<file path="config.mk">
export PLATFORM = sky130hd
export DESIGN_NAME = french_number_word_tokenizer
export DESIGN_NICKNAME = d
export VERILOG_FILES = /design/src/rtl/core/fnw_pkg.sv /design/src/rtl/core/fnw_front.sv /design/src/rtl/core/fnw_queue.sv /design/src/rtl/core/fnw_back.sv /design/src/rtl/core/french_number_word_tokenizer.sv
export SDC_FILE = /design/constraint.sdc
export NUM_CORES = 1
export LEC_CHECK = 0
export ABC_AREA = 0
export BUFFER_PORTS_ARGS = -buffer_cell sky130_fd_sc_hd__buf_2
export CORE_UTILIZATION = 60
export CTS_BUF_LIST = sky130_fd_sc_hd__clkbuf_2
export CTS_CLUSTER_DIAMETER = 80
export DETAILED_ROUTE_END_ITERATION = 6
export PLACE_DENSITY = 0.79
export SLEW_MARGIN = 25
export SYNTH_ARGS = -nofsm -noshare
export SYNTH_HDL_FRONTEND = slang
export SYNTH_SLANG_ARGS = --single-unit
</file>
<file path="constraint.sdc">
create_clock -name clk -period 3.4 [get_ports clk]
set_clock_uncertainty 0.1 [all_clocks]
set_input_delay 0.17 -clock clk [delete_from_list [all_inputs] [get_ports clk]]
set_output_delay 0.17 -clock clk [all_outputs]
set_load 0.01 [all_outputs]
</file>
<file path="src/rtl/core/fnw_pkg.sv">
// Package: word codes, group entry type and word tables for the tokenizer.
package fnw_pkg;

	typedef logic [5:0] word_t;

	localparam int NSLOT = 9;
	localparam int SLOT_VIDE = NSLOT - 1;

	localparam word_t W_PLUS      = 6'd0;
	localparam word_t W_VIDE      = 6'd1;
	localparam word_t W_ZERO      = 6'd2;
	localparam word_t W_MILLE     = 6'd3;
	localparam word_t W_DEUX      = 6'd4;
	localparam word_t W_TROIS     = 6'd5;
	localparam word_t W_QUATRE    = 6'd6;
	localparam word_t W_CINQ      = 6'd7;
	localparam word_t W_SI        = 6'd8;
	localparam word_t W_SEPT      = 6'd9;
	localparam word_t W_HUI       = 6'd10;
	localparam word_t W_NEUF      = 6'd11;
	localparam word_t W_CENT      = 6'd12;
	localparam word_t W_VINGT     = 6'd13;
	localparam word_t W_VINGTT    = 6'd14;
	localparam word_t W_EH        = 6'd15;
	localparam word_t W_TRENTE    = 6'd16;
	localparam word_t W_QUARANTE  = 6'd17;
	localparam word_t W_CINQUANTE = 6'd18;
	localparam word_t W_SOIXANTE  = 6'd19;
	localparam word_t W_QUATREE   = 6'd20;
	localparam word_t W_DIX       = 6'd21;
	localparam word_t W_ONZE      = 6'd22;
	localparam word_t W_UN        = 6'd23;
	localparam word_t W_DOUZE     = 6'd24;
	localparam word_t W_TREIZE    = 6'd25;
	localparam word_t W_QUATORZE  = 6'd26;
	localparam word_t W_QUINZE    = 6'd27;
	localparam word_t W_SEIZE     = 6'd28;
	localparam word_t W_SIX       = 6'd29;
	localparam word_t W_DI        = 6'd30;
	localparam word_t W_DIZ       = 6'd31;
	localparam word_t W_HUIT      = 6'd32;

	// One classified group: a word per slot, a mask of spoken slots, message end flag.
	typedef struct packed {
		word_t [NSLOT-1:0] codes;
		logic [NSLOT-1:0]  mask;
		logic              fin;
	} grp_t;

	// Word spoken before mille or cent, digits 2..9.
	function automatic word_t lead_word(input logic [3:0] d);
		word_t w;
		unique case (d)
			4'd2: w = W_DEUX;
			4'd3: w = W_TROIS;
			4'd4: w = W_QUATRE;
			4'd5: w = W_CINQ;
			4'd6: w = W_SI;
			4'd7: w = W_SEPT;
			4'd8: w = W_HUI;
			4'd9: w = W_NEUF;
			default: w = W_VIDE;
		endcase
		return w;
	endfunction

	// Tens words for tens digits 3..6.
	function automatic word_t tens_word(input logic [3:0] d);
		word_t w;
		unique case (d)
			4'd3: w = W_TRENTE;
			4'd4: w = W_QUARANTE;
			4'd5: w = W_CINQUANTE;
			4'd6: w = W_SOIXANTE;
			default: w = W_VIDE;
		endcase
		return w;
	endfunction

	// Plain units 1..9.
	function automatic word_t unit_plain(input logic [3:0] d);
		word_t w;
		unique case (d)
			4'd1: w = W_UN;
			4'd2: w = W_DEUX;
			4'd3: w = W_TROIS;
			4'd4: w = W_QUATRE;
			4'd5: w = W_CINQ;
			4'd6: w = W_SIX;
			4'd7: w = W_SEPT;
			4'd8: w = W_HUIT;
			4'd9: w = W_NEUF;
			default: w = W_VIDE;
		endcase
		return w;
	endfunction

	// Teen forms for units 1..6.
	function automatic word_t unit_teen(input logic [3:0] d);
		word_t w;
		unique case (d)
			4'd1: w = W_ONZE;
			4'd2: w = W_DOUZE;
			4'd3: w = W_TREIZE;
			4'd4: w = W_QUATORZE;
			4'd5: w = W_QUINZE;
			4'd6: w = W_SEIZE;
			default: w = W_VIDE;
		endcase
		return w;
	endfunction

endpackage

</file>
<file path="src/rtl/core/fnw_front.sv">
// Front end: classify one digit group into per-slot word codes.
module fnw_front import fnw_pkg::*; (
	input  logic       is_plus,
	input  logic [2:0] digit_count,
	input  logic [3:0] thousands_digit,
	input  logic [3:0] hundreds_digit,
	input  logic [3:0] tens_digit,
	input  logic [3:0] units_digit,
	input  logic       final_group,
	output logic       good,
	output grp_t       grp
);

	logic th_p, hu_p, te_p;
	logic zt, zh, zte;
	logic teen;
	logic [3:0] th, hu, te, un;

	always_comb begin
		th = thousands_digit;
		hu = hundreds_digit;
		te = tens_digit;
		un = units_digit;
		th_p = (digit_count == 3'd4);
		hu_p = (digit_count >= 3'd3);
		te_p = (digit_count >= 3'd2);
		zt  = !th_p || (th == 4'd0);
		zh  = zt && (!hu_p || (hu == 4'd0));
		zte = zh && (!te_p || (te == 4'd0));
		good = is_plus || ((digit_count >= 3'd1) && (digit_count <= 3'd4));
		teen = 1'b0;

		grp.fin = final_group;
		grp.mask = '0;
		for (int i = 0; i < NSLOT; i++) begin
			grp.codes[i] = W_VIDE;
		end
		grp.mask[SLOT_VIDE] = 1'b1;

		if (is_plus) begin
			grp.codes[0] = W_PLUS;
			grp.mask[0] = 1'b1;
		end else begin
			// thousands position
			if (th_p) begin
				if (th == 4'd0) begin
					grp.codes[0] = W_ZERO;
					grp.mask[0] = 1'b1;
				end else if (th <= 4'd9) begin
					grp.codes[0] = lead_word(th);
					grp.mask[0] = (th != 4'd1);
					grp.codes[1] = W_MILLE;
					grp.mask[1] = 1'b1;
				end
			end
			// hundreds position
			if (hu_p) begin
				if (hu == 4'd0) begin
					grp.codes[2] = W_ZERO;
					grp.mask[2] = zt;
				end else if (hu <= 4'd9) begin
					grp.codes[2] = lead_word(hu);
					grp.mask[2] = (hu != 4'd1);
					grp.codes[3] = W_CENT;
					grp.mask[3] = 1'b1;
				end
			end
			// tens position
			if (te_p) begin
				if (te == 4'd0) begin
					grp.codes[4] = W_ZERO;
					grp.mask[4] = zh;
				end else if (te == 4'd1) begin
					teen = 1'b1;
				end else if (te == 4'd2) begin
					grp.codes[4] = (un == 4'd0) ? W_VINGT : W_VINGTT;
					grp.mask[4] = 1'b1;
					grp.codes[5] = W_EH;
					grp.mask[5] = (un == 4'd1);
				end else if (te <= 4'd7) begin
					grp.codes[4] = (te == 4'd7) ? W_SOIXANTE : tens_word(te);
					grp.mask[4] = 1'b1;
					grp.codes[5] = W_EH;
					grp.mask[5] = (un == 4'd1);
					teen = (te == 4'd7);
				end else if (te <= 4'd9) begin
					grp.codes[4] = W_QUATREE;
					grp.mask[4] = 1'b1;
					grp.codes[5] = W_VINGT;
					grp.mask[5] = 1'b1;
					teen = (te == 4'd9);
				end
			end
			// units position
			if (un == 4'd0) begin
				grp.codes[6] = W_ZERO;
				grp.mask[6] = zte;
				grp.codes[7] = W_DIX;
				grp.mask[7] = teen;
			end else if (un <= 4'd6) begin
				grp.codes[7] = teen ? unit_teen(un) : unit_plain(un);
				grp.mask[7] = 1'b1;
			end else if (un <= 4'd9) begin
				grp.codes[6] = (un == 4'd7) ? W_DI : W_DIZ;
				grp.mask[6] = teen;
				grp.codes[7] = unit_plain(un);
				grp.mask[7] = 1'b1;
			end
		end
	end

endmodule

</file>
<file path="src/rtl/core/fnw_queue.sv">
// Two-entry queue of classified groups between front and back.
module fnw_queue import fnw_pkg::*; (
	input  logic clk,
	input  logic arst_n,
	input  logic push,
	input  grp_t push_grp,
	input  logic pop,
	output logic full,
	output logic head_valid,
	output grp_t head_grp
);

	grp_t       mem_q [2];
	logic       wr_ptr_q, rd_ptr_q;
	logic [1:0] cnt_q;

	assign full       = (cnt_q == 2'd2);
	assign head_valid = (cnt_q != 2'd0);
	assign head_grp   = mem_q[rd_ptr_q];

	// advance pointers and fill count
	always_ff @(posedge clk or negedge arst_n) begin
		if (!arst_n) begin
			wr_ptr_q <= 1'b0;
			rd_ptr_q <= 1'b0;
			cnt_q    <= 2'd0;
		end else begin
			if (push) wr_ptr_q <= ~wr_ptr_q;
			if (pop) rd_ptr_q <= ~rd_ptr_q;
			if (push && !pop) cnt_q <= cnt_q + 2'd1;
			else if (pop && !push) cnt_q <= cnt_q - 2'd1;
		end
	end

	// write entry storage
	always_ff @(posedge clk) begin
		if (push) mem_q[wr_ptr_q] <= push_grp;
	end

endmodule

</file>
<file path="src/rtl/core/fnw_back.sv">
// Back end: walk a group's spoken slots and emit one word per transfer.
module fnw_back import fnw_pkg::*; (
	input  logic        clk,
	input  logic        arst_n,
	input  logic        head_valid,
	input  grp_t        head_grp,
	output logic        pop,
	output logic        out_valid,
	input  logic        out_ready,
	output logic [5:0]  word_code,
	output logic        last_of_group,
	output logic        end_of_message
);

	word_t [NSLOT-1:0] codes_q;
	logic [NSLOT-1:0]  mask_q;
	logic              fin_q;
	logic              out_valid_q;
	word_t             code_q;
	logic              last_q, eom_q;

	logic              adv, take;
	logic [3:0]        sel_idx;
	logic [NSLOT-1:0]  mask_next;

	// pick the lowest spoken slot
	always_comb begin
		sel_idx = 4'd0;
		for (int i = NSLOT - 1; i >= 0; i--) begin
			if (mask_q[i]) sel_idx = 4'(i);
		end
		adv = !out_valid_q || out_ready;
		take = adv && (mask_q != '0);
		mask_next = take ? (mask_q & (mask_q - NSLOT'(1))) : mask_q;
		pop = head_valid && (mask_next == '0);
	end

	// hold the working group, refill from the queue when drained
	always_ff @(posedge clk or negedge arst_n) begin
		if (!arst_n) begin
			mask_q <= '0;
		end else begin
			mask_q <= pop ? head_grp.mask : mask_next;
		end
	end

	always_ff @(posedge clk) begin
		if (pop) begin
			codes_q <= head_grp.codes;
			fin_q   <= head_grp.fin;
		end
	end

	// output register
	always_ff @(posedge clk or negedge arst_n) begin
		if (!arst_n) begin
			out_valid_q <= 1'b0;
		end else if (adv) begin
			out_valid_q <= take;
		end
	end

	always_ff @(posedge clk) begin
		if (take) begin
			code_q <= codes_q[sel_idx];
			last_q <= (sel_idx == 4'(SLOT_VIDE));
			eom_q  <= (sel_idx == 4'(SLOT_VIDE)) && fin_q;
		end
	end

	assign out_valid      = out_valid_q;
	assign word_code      = code_q;
	assign last_of_group  = last_q;
	assign end_of_message = eom_q;

endmodule

</file>
<file path="src/rtl/core/french_number_word_tokenizer.sv">
// A group's first word passes the queue, the working group and the output register.
// Throughput: one word per cycle while out_ready is high; words drain through the single
//   output register, and groups follow without gaps.
// Input ready falls only when the two-entry group queue is full.
// Reset (arst_n low, asynchronous) empties the queue, the working group and the output.
// Non-plus groups with a digit count outside 1..4 are taken and produce no words.
module french_number_word_tokenizer import fnw_pkg::*; (
	input  logic       clk,
	input  logic       arst_n,
	input  logic       in_valid,
	output logic       in_ready,
	input  logic       is_plus,
	input  logic [2:0] digit_count,
	input  logic [3:0] thousands_digit,
	input  logic [3:0] hundreds_digit,
	input  logic [3:0] tens_digit,
	input  logic [3:0] units_digit,
	input  logic       final_group,
	output logic       out_valid,
	input  logic       out_ready,
	output logic [5:0] word_code,
	output logic       last_of_group,
	output logic       end_of_message
);

	logic good, full, head_valid, pop, push;
	grp_t front_grp, head_grp;

	assign in_ready = !full;
	assign push = in_valid && in_ready && good;

	fnw_front u_front (
		.is_plus         (is_plus),
		.digit_count     (digit_count),
		.thousands_digit (thousands_digit),
		.hundreds_digit  (hundreds_digit),
		.tens_digit      (tens_digit),
		.units_digit     (units_digit),
		.final_group     (final_group),
		.good            (good),
		.grp             (front_grp)
	);

	fnw_queue u_queue (
		.clk        (clk),
		.arst_n     (arst_n),
		.push       (push),
		.push_grp   (front_grp),
		.pop        (pop),
		.full       (full),
		.head_valid (head_valid),
		.head_grp   (head_grp)
	);

	fnw_back u_back (
		.clk            (clk),
		.arst_n         (arst_n),
		.head_valid     (head_valid),
		.head_grp       (head_grp),
		.pop            (pop),
		.out_valid      (out_valid),
		.out_ready      (out_ready),
		.word_code      (word_code),
		.last_of_group  (last_of_group),
		.end_of_message (end_of_message)
	);

endmodule

</file>
==> results of run 1 <==
==> power by group <==
group          switching, W  total [W]  internal, W  leakage [nW]
Combinational       0.00112    0.00189     0.000766          1.00
Clock              0.000511    0.00106     0.000553         0.163
Sequential         0.000209    0.00234      0.00213          1.15
Total               0.00184    0.00529      0.00345          2.31
==> state kept, by name, summed over array words and instances (netlist names), 2 cells and up <==
name              count
u_back.mask_q         9
u_queue.mem_q        68
u_queue.cnt_q         2
u_back.codes_q       27
u_back.word_code      6
==> Yosys cell counts, drive strengths merged, types with 3 or more instances <==
cell    instances
a211oi          7
a41o            3
a211o           4
nand3b          4
ha              7
inv            13
dfrtp          14
nor3b           5
or2             4
xnor2           3
edfxtp        104
o31a            3
and2            4
nor2b           8
nand2          22
o22ai           3
mux2i          11
a31oi          10
clkbuf         19
o21ai          18
nor3           15
nor4            4
nand3           6
a21oi           9
buf             5
nand2b         10
xor2            5
nor2           24
mux2           30
==> kinds of logic after synthesis <==
kind of cell             synth area share [%]
AO/OA/AOI/OAI                            10.2
XOR/XNOR                                 1.29
adder cells (fa/ha/maj)                  1.80
buffers and inverters                    2.74
flip-flops                               64.0
multiplexers                             8.26
AND/OR/NAND/NOR                          11.7
==> metal layers <==
metal / vias up / GRT usage [%] / wire, um
met2: 168 / 42.0 / 5550
met5: - / 0 / 0
met4: 0 / 9.87 / 250
li1: 1669 / - / -
met3: 20 / 6.33 / 692
met1: 1692 / 30.4 / 4420
==> worst max-delay path by stage <==
| stage | to | slack [ns] | from |
|---|---|---|---|
| final | u_back.codes_q[24]$_DFFE_PP_ | 0.65 | u_back.mask_q[0]$_DFF_PN0_ |
| after global routing | u_back.codes_q[13]$_DFFE_PP_ | 0.48 | u_back.mask_q[0]$_DFF_PN0_ |
| after CTS | u_back.codes_q[13]$_DFFE_PP_ | 0.66 | u_back.mask_q[0]$_DFF_PN0_ |
| after detailed placement | u_back.codes_q[36]$_DFFE_PP_ | 0.71 | u_back.mask_q[0]$_DFF_PN0_ |
| after global placement | u_back.fin_q$_DFFE_PP_ | 0.73 | u_back.mask_q[0]$_DFF_PN0_ |
| after floorplan | u_queue.mem_q[0][0]$_DFFE_PP_ | 0.51 | digit_count[1] |
==> cell type report <==
class | instances | area [um2] | area share (%)
sequential | 118 | 3470 | 55.3
multi-input combinational | 249 | 1810 | 28.7
timing repair buffer | 70 | 520 | 8.28
clock inverter | 14 | 208 | 3.31
tap | 108 | 135 | 2.15
clock buffer | 18 | 90.1 | 1.43
inverter | 13 | 48.8 | 0.777
antenna | 1 | 2.50 | 0.0398
==> per-stage QoR <==
step	setup WS (ns)	total power, W	area (um2)
2_1_floorplan	0.505	0.00372	5430
3_3_place_gp	0.734	0.00415	5660
3_5_place_dp	0.708	0.00421	5660
4_1_cts	0.661	0.00530	6280
5_1_grt	0.476	0.00556	6280
6_report	0.655	0.00529	6280
==> worst max-delay path: stages (launching register included) <==
cell and delay, ns:
dfrtp_1 0.53, nor4_4 0.48, a31oi_1 0.20, a2111oi_4 0.44
nand4_4 0.23, inv_1 0.10, buf_4 0.33
==> impl_metrics.ini, run 1 <==
[run_status]
status = completed

[sta]
finalHoldViolCount = 0
max_clock_freq_mhz = 364
rsz0062_at_grt = no
layout_min_cycle_time_ns = 2.75
fin_crit_sh_pct = 80.7
tightestPinTransition_ns = 0.686
max-slew-margin-rel_pct = 53.1
final-setup-viol-count = 0
slew_viol_final = 0
hold_ws_ns = 0.0744
finalSetupTns_ns = 0

[floorplan]
die_w_um = 97.1
die-area_um2 = 9430
row_count = 34
initial_core_util_pct = 62.2
die_h_um = 97.1
ios = 35
core_um2 = 8720

[cts]
cts_num_sinks = 118
cts_setup_buffers = 0
cts_made_buffers = 17
clk_pin_slew_ns = 0.17
cts-resized-gates = 0
root_buffer = clkbuf_2
cts_buffer_depth = 2
h-tree-depth = 4
clock_latency_ns = 0.61
postCtsHoldBufs = 32
cts_tree = yes

[grt]
grt_pass1_vias = 3455
grt_start_max_net_pins = 36
antenna_found_initial = 1
grt.overflow.total = 0
grt_pass1_wl_um = 17500
grt_use_total_pct = 24.7

[routing]
via_per_inst = 6.01
remaining_drc_errors = 0
ant_nets = 0
drt_iter0_markers = 288
drt-wirelength-per-cell_um = 18.5
first_pass_iters = 5
routed_wl_um = 10900
vias = 3549

[yosys]
synth_top_area_cell = edfxtp_1
ys_types = 58
yosysTopAreaCellShare_pct = 57.6
synth_edf_count = 104
synth_warnings = 0
synth_nets = 436
syn_area_um2 = 5430
avgSynthCellArea_um2 = 13.4
synth_area_leaders = edfxtp_1 (58%), dfrtp_1 (6.5%), mux2_2 (6.2%), mux2i_1 (2.0%), nor2_1 (1.7%)
ys_ff_latch = 118
synth_ff_type = edfxtp_1
synth-seq-area-share_pct = 64.0
syn_inst = 404
async_flop_share_pct = 11.9

[cells_and_area]
layout.nets = 501
layout_common_cells = edfxtp_1 (104), buf_2 (34), dlygate4sd3_1 (32)
drive_gt1_share_pct = 22.2
final_common_cell = edfxtp_1
synthToLayoutAreaGrowth_pct = 15.8
nFillCells = 551
layout.cells.non_filler = 591
postLayoutCoreUtil_pct = 72.1

[critical_path]
start_kind = flip-flop
worst_r2r_endpoint = u_back.codes_q[24]$_DFFE_PP_
path_class = reg2reg
cp_max_fo = 28
r2r.worst_path.cells = 6
worstPathArrival_ns = 2.92
rrSetupSlack_ns = 0.65
rr_startpoint = u_back.mask_q[0]$_DFF_PN0_
required_ns = 3.58
critPathCaptureType = flip-flop

[min_path]
hold_end = u_queue.mem_q[1][24]$_DFFE_PP_
min_from = hundreds_digit[2]
hold_depth = 4
hp-class = in2reg

[pwr]
p_leak_nw = 2.31
ir_drop_mv = 0.476
pwr_density_cell_nw_per_um2 = 842

[placement]
finalWeightedCongestion = 0.865
dpl.hpwl_um = 7330
port_buffers = 34
place_inst = 526

[run]
drv_cap = 0
Note: power is estimated with default switching activity, not from simulation.
==> run 2, diff against run 1 <==
ABC_AREA = 1   (was 0)
CORE_UTILIZATION = 57   (was 60)
clock period = 2.5 ns   (was 3.4 ns; I/O delays follow)
==> run 2 against run 1 <==
Cell count is 36% higher. Critical path type unchanged. First-iteration DRC count shrank 14%. Area after synthesis up 2.5%. Highest routed layer unchanged. Critical endpoint is now u_queue.cnt_q[1]$_DFFE_PN0P_. Sequential share of layout area fell by 2.3 points. Worst hold slack got worse by 0.025 ns.
==> impl_metrics.ini, run 2 <==
[yosys]
synth_area_leaders = edfxtp_1 (56%), nand2_1 (13%), dfrtp_1 (6.3%), inv_1 (4.7%), nor2_1 (3.6%)
syn_inst = 571
synth_most_common_cell = nand2_1
synth-seq-area-share_pct = 62.5
ys_ff_latch = 118
syn_area_um2 = 5560
synth_top_area_cell = edfxtp_1
synthTopCellsByCount = nand2_1 (190), edfxtp_1 (104), inv_1 (70)
synth_edf_count = 104
synth_ff_type = edfxtp_1
synth_nets = 603
async_flop_share_pct = 11.9
ys_types = 38
avgSynthCellArea_um2 = 9.74
synth_warnings = 0
yosysTopAreaCellShare_pct = 56.2

[sta]
fin_crit_sh_pct = 95.3
layout_min_cycle_time_ns = 2.38
finalHoldViolCount = 0
max_clock_freq_mhz = 420
tightestPinTransition_ns = 0.684
finalSetupTns_ns = 0
final-setup-viol-count = 0
max-slew-margin-rel_pct = 54.2
slew_viol_final = 0
hold_ws_ns = 0.0491

[cells_and_area]
postLayoutCoreUtil_pct = 70.4
top_regs = u_queue.mem_q: 68 flops, u_back.codes_q: 27 flops, u_back.mask_q: 9 flops
diodes = 0
final_common_cell = nand2_1
synthToLayoutAreaGrowth_pct = 18.1
largest_reg_flops = 68
layout.nets = 693
layout.cells.non_filler = 803
drive_gt1_share_pct = 15.6
layout_common_cells = nand2_1 (190), edfxtp_1 (104), inv_1 (70)
regMostFlops = u_queue.mem_q

[min_path]
hp-class = in2reg
hold_depth = 4

[floorplan]
die_w_um = 101
core_um2 = 9330
initial_core_util_pct = 59.6
die_h_um = 101
ios = 35
die-area_um2 = 10200
row_count = 35

[cts]
clock_latency_ns = 0.62
cts_tree = yes
cts_made_buffers = 17
cts_num_sinks = 118
cts_buffer_depth = 2
h-tree-depth = 4
clk_pin_slew_ns = 0.18
root_buffer = clkbuf_2

[pwr]
p_comb_share_pct = 39.0
pwr_density_cell_nw_per_um2 = 1070
ir_drop_mv = 0.464
p_leak_nw = 2.90
power.switching_w = 0.00272
intPower_w = 0.00430
seqPwrFrac_pct = 44.8
p_clk_share_pct = 16.2
p_sw_share_pct = 38.8
power_w = 0.00702

[placement]
port_buffers = 34
place_inst = 731
dpl.hpwl_um = 7890
finalWeightedCongestion = 0.895

[routing]
vias = 4196
drt_iter0_markers = 247
ant_nets = 0
drt-wirelength-per-cell_um = 14.4
routed_wl_um = 11600
via_per_inst = 5.23
remaining_drc_errors = 0
first_pass_iters = 5

[critical_path]
cp_max_fo = 7
start_kind = flip-flop
cpMaxStageDelayCell = dfrtp_1
path_class = reg2reg
cp_cell_sequence = nor2_4 > nand2_4 > nor2_4 > nand2_2 > a21oi_2 > nand3_2 > nor2_8 > nand3_4 > ha_4 > a21oi_1 > o21ai_0 > xnor2_1
crit_top_cell = nor2_4
required_ns = 2.92
critPathCaptureType = flip-flop
slowest_delay_ns = 0.46
r2r.worst_path.cells = 12
worstPathArrival_ns = 2.80

[grt]
grtUsageMet1_pct = 31.6
grt-busiest-layer = met2
grt.overflow.total = 0
met2_usage_pct = 41.5
grt_pass1_wl_um = 18800
grt_start_max_net_pins = 36
grt_use_total_pct = 24.9
grt_util_met3_pct = 5.83
grt_pass1_vias = 4019
antenna_found_initial = 0

[run]
drv_cap = 0

[run_status]
status = completed
## run 2: repair_timing
item                                    CTS  global route
hold buffers                             36             0
endpoints found under the hold margin    81             0
endpoints found under the setup margin    0             3
gates resized for setup                   0             5
buffers inserted                          0             4
## run 2: worst max-delay path, delay by kind of cell, from the launching register on
family / cells / cell delay (ns)
AO/OA/AOI/OAI: 3 / 0.36
XOR/XNOR: 1 / 0.14
adder cells (fa/ha/maj): 1 / 0.27
flip-flops: 1 / 0.46
AND/OR/NAND/NOR: 7 / 0.95
## run 2: kinds of logic after synthesis
logic type / synth area share [%]
buffers and inverters: 5.74
AOI/OAI and AO/OA: 5.13
DFF: 62.5
adders and majority gates: 1.58
xor gates and xnor gates: 0.315
and+or+nand+nor: 24.8
## run 2: per-stage QoR
stage          setup slack, ns  cell area [um2]
5_1_grt                -0.0370             6560
2_1_floorplan           0.0756             5560
4_1_cts                 0.0522             6500
6_report                 0.118             6560
3_3_place_gp             0.174             5920
3_5_place_dp            0.0926             5920
## run 2: path summary, 6_finish.rpt
check / from / endpoint / slack (ns)
max: u_back.mask_q[1]$_DFF_PN0_ / u_queue.cnt_q[1]$_DFFE_PN0P_ / 0.12
min: hundreds_digit[2] / u_queue.mem_q[1][3]$_DFFE_PP_ / 0.05
max reg2reg: u_back.mask_q[1]$_DFF_PN0_ / u_queue.cnt_q[1]$_DFFE_PN0P_ / 0.12
min reg2reg: u_queue.cnt_q[0]$_DFFE_PN0P_ / u_queue.cnt_q[0]$_DFFE_PN0P_ / 0.42
max in group asynchronous: arst_n / u_back.mask_q[4]$_DFF_PN0_ / 1.34
min in group asynchronous: arst_n / u_back.mask_q[0]$_DFF_PN0_ / 0.49
## run 2: area by class of cell
| type | count | area, um2 |
|---|---|---|
| clock buffer | 18 | 90.1 |
| clock inverter | 14 | 136 |
| tap | 129 | 161 |
| multi-input combinational | 370 | 1800 |
| inverter | 73 | 274 |
| sequential | 118 | 3470 |
| fill | 666 | 2760 |
| timing repair buffer | 81 | 626 |
## run 2: power by group through the flow
| stage | logic [W] | registers, W | clock network [W] |
|---|---|---|---|
| detailed placement | 0.00254 | 0.00319 | 0 |
| global route | 0.00309 | 0.00320 | 0.00125 |
| floorplan | 0.00183 | 0.00317 | 0 |
| global placement | 0.00248 | 0.00316 | 0 |
| CTS | 0.00260 | 0.00314 | 0.00117 |
| finish | 0.00273 | 0.00315 | 0.00114 |
## run 2: layer usage
metal	routed length, um	vias up
met3	540	24
met4	252	0
met5	0	-
met1	4810	1957
met2	5950	137
li1	-	2078
==> run 3, diff against run 2 <==
SETUP_SLACK_MARGIN = 0.5   (was not set)
SLEW_MARGIN = not set   (was 25)
==> run 3 against run 2 <==
Power is 16% higher. Worst setup slack better by 0.044 ns. Design area is 7.0% higher. Via count grew 6.2%. Utilization is 4.9 points higher. Critical path type unchanged.
==> impl_metrics.ini, run 3 (synthesized netlist as in run 2, its figures left out) <==
[grt]
grt.overflow.total = 0
antenna_found_initial = 0
grt_use_total_pct = 26.1
grt_start_max_net_pins = 36
grt_pass1_wl_um = 19900
grt_pass1_vias = 4305

[placement]
dpl.hpwl_um = 7700
port_buffers = 34
finalWeightedCongestion = 0.949
placed_cell_area_um2 = 5970

[critical_path]
worstSetupStartpoint = u_back.mask_q[4]$_DFF_PN0_
r2r.worst_path.cells = 11
path_class = reg2reg
critPathCaptureType = flip-flop
cp_max_fo = 7
required_ns = 2.81
rrSetupSlack_ns = 0.16
worst_r2r_endpoint = u_back.codes_q[24]$_DFFE_PP_
cp_cell_sequence = nor2_4 > nand2_4 > buf_4 > o211ai_1 > nor2_1 > nor2_2 > nor2_8 > nand3_4 > clkinvlp_4 > buf_12 > clkbuf_16
endpoint = u_back.codes_q[24]$_DFFE_PP_
cpMaxStageDelayCell = dfrtp_1
start_kind = flip-flop
slowest_delay_ns = 0.48
rr_startpoint = u_back.mask_q[4]$_DFF_PN0_
worstPathArrival_ns = 2.65

[sta]
slew_viol_final = 0
rsz0062_at_grt = yes
max_clock_freq_mhz = 428
finalSetupTns_ns = 0
final-setup-viol-count = 0
finalHoldViolCount = 0
tightestPinTransition_ns = 0.682
max-slew-margin-rel_pct = 54.4
fin_crit_sh_pct = 93.5
layout_min_cycle_time_ns = 2.34

[routing]
first_pass_iters = 5
met3_length_um = 826
highest_layer = met4
drt-wirelength-per-cell_um = 15.5
routed_wl_um = 12900
remaining_drc_errors = 0
vias = 4458
drt_iter0_markers = 251
via_per_inst = 5.34
met1_length_um = 5020
wl_met2_um = 6630
ant_nets = 0

[cells_and_area]
diodes = 0
layout.nets = 725
final_common_cell = nand2_1
layout_common_cells = nand2_1 (187), edfxtp_1 (104), inv_1 (68)
postLayoutCellArea_um2 = 7020
regMostFlops = u_queue.mem_q
largest_reg_flops = 68
top_regs = u_queue.mem_q: 68 flops, u_back.codes_q: 27 flops, u_back.mask_q: 9 flops
synthToLayoutAreaGrowth_pct = 26.3
drive_gt1_share_pct = 21.4

[run_status]
status = completed

[floorplan]
core_um2 = 9330
ios = 35
die_h_um = 101
die_w_um = 101
row_count = 35
die-area_um2 = 10200
initial_core_util_pct = 59.6

[pwr]
power_w = 0.00817
ir_drop_mv = 0.599
pwr_density_cell_nw_per_um2 = 1160
p_leak_nw = 3.13

[cts]
cts_buffer_depth = 2
cts_tree = yes
cts_made_buffers = 17
clock_latency_ns = 0.66
cts_num_sinks = 118
h-tree-depth = 4
clk_pin_slew_ns = 0.20
root_buffer = clkbuf_2

[run]
drv_cap = 0

[min_path]
hp-class = in2reg
-- run 3: cell count changes in the layout (fill, tap and decap cells not counted), sizes merged --
cell          previous run  this run
buf                     45        77
bufinv                   2         3
clkbuf                  18        21
clkinv                   9         6
dlygate4sd3             36        33
dlymetal6s4s             0         1
inv                     71        72
-- run 3: final cells by class --
cell class                      instances  area (um2)
Clock inverter                         13         156
Fill cell                             610        2310
Multi-Input combinational cell        370        1890
Inverter                               73         285
Timing Repair Buffer                  113         965
Clock buffer                           19        95.1
Sequential cell                       118        3470
Tap cell                              129         161
-- run 3: timing repair --
action                                  4_1_cts  5_1_grt
endpoints found under the setup margin       35      119
pin swaps                                     3       10
hold buffers                                 35        0
setup buffers                                24       11
gates cloned                                  1        3
endpoints found under the hold margin        75        0
resized for setup                             7       21
-- run 3: metal layers --
metal / global-route usage (%) / vias up
li1: - / 2137
met1: 31.0 / 2054
met2: 45.4 / 226
met3: 6.03 / 41
met4: 11.4 / 0
met5: 0 / -
-- run 3: where the power goes --
group | switching, W | internal, W | total (W)
combinational | 0.00221 | 0.00155 | 0.00376
sequential | 0.000219 | 0.00293 | 0.00315
clock | 0.000707 | 0.000559 | 0.00127
-- run 3: worst max-delay path: cells and delay by family (launching register included) --
kind                   cells  cell delay [ns]
AND/OR/NAND/NOR            6             0.71
buffers and inverters      4             0.59
flip-flops                 1             0.48
AO/OA/AOI/OAI              1             0.21
-- run 3: through the flow --
stage | cells | util [%] | setup WS (ns) | hold WS [ns]
floorplan | 571 | - | 0.277 | -0.271
global placement | 730 | 64.0 | 0.236 | -0.0665
detailed placement | 730 | 64.0 | 0.165 | -0.0613
CTS | 822 | 73.1 | 0.302 | 0.0127
global route | 835 | 75.3 | 0.0606 | 0.0654
finish | 835 | 75.3 | 0.162 | 0.0587
-- run 3: worst min path at each step --
stage | from | end | slack, ns | cells after the start
CTS | hundreds_digit[2] | u_queue.mem_q[0][22]$_DFFE_PP_ | 0.01 | 4
finish | hundreds_digit[2] | u_queue.mem_q[0][22]$_DFFE_PP_ | 0.06 | 4
detailed placement | arst_n | u_queue.wr_ptr_q$_DFFE_PN0P_ | -0.06 | 1
global route | final_group | u_queue.mem_q[0][0]$_DFFE_PP_ | 0.07 | 2
floorplan | arst_n | u_back.mask_q[0]$_DFF_PN0_ | -0.27 | 0
global placement | arst_n | u_queue.wr_ptr_q$_DFFE_PN0P_ | -0.07 | 1
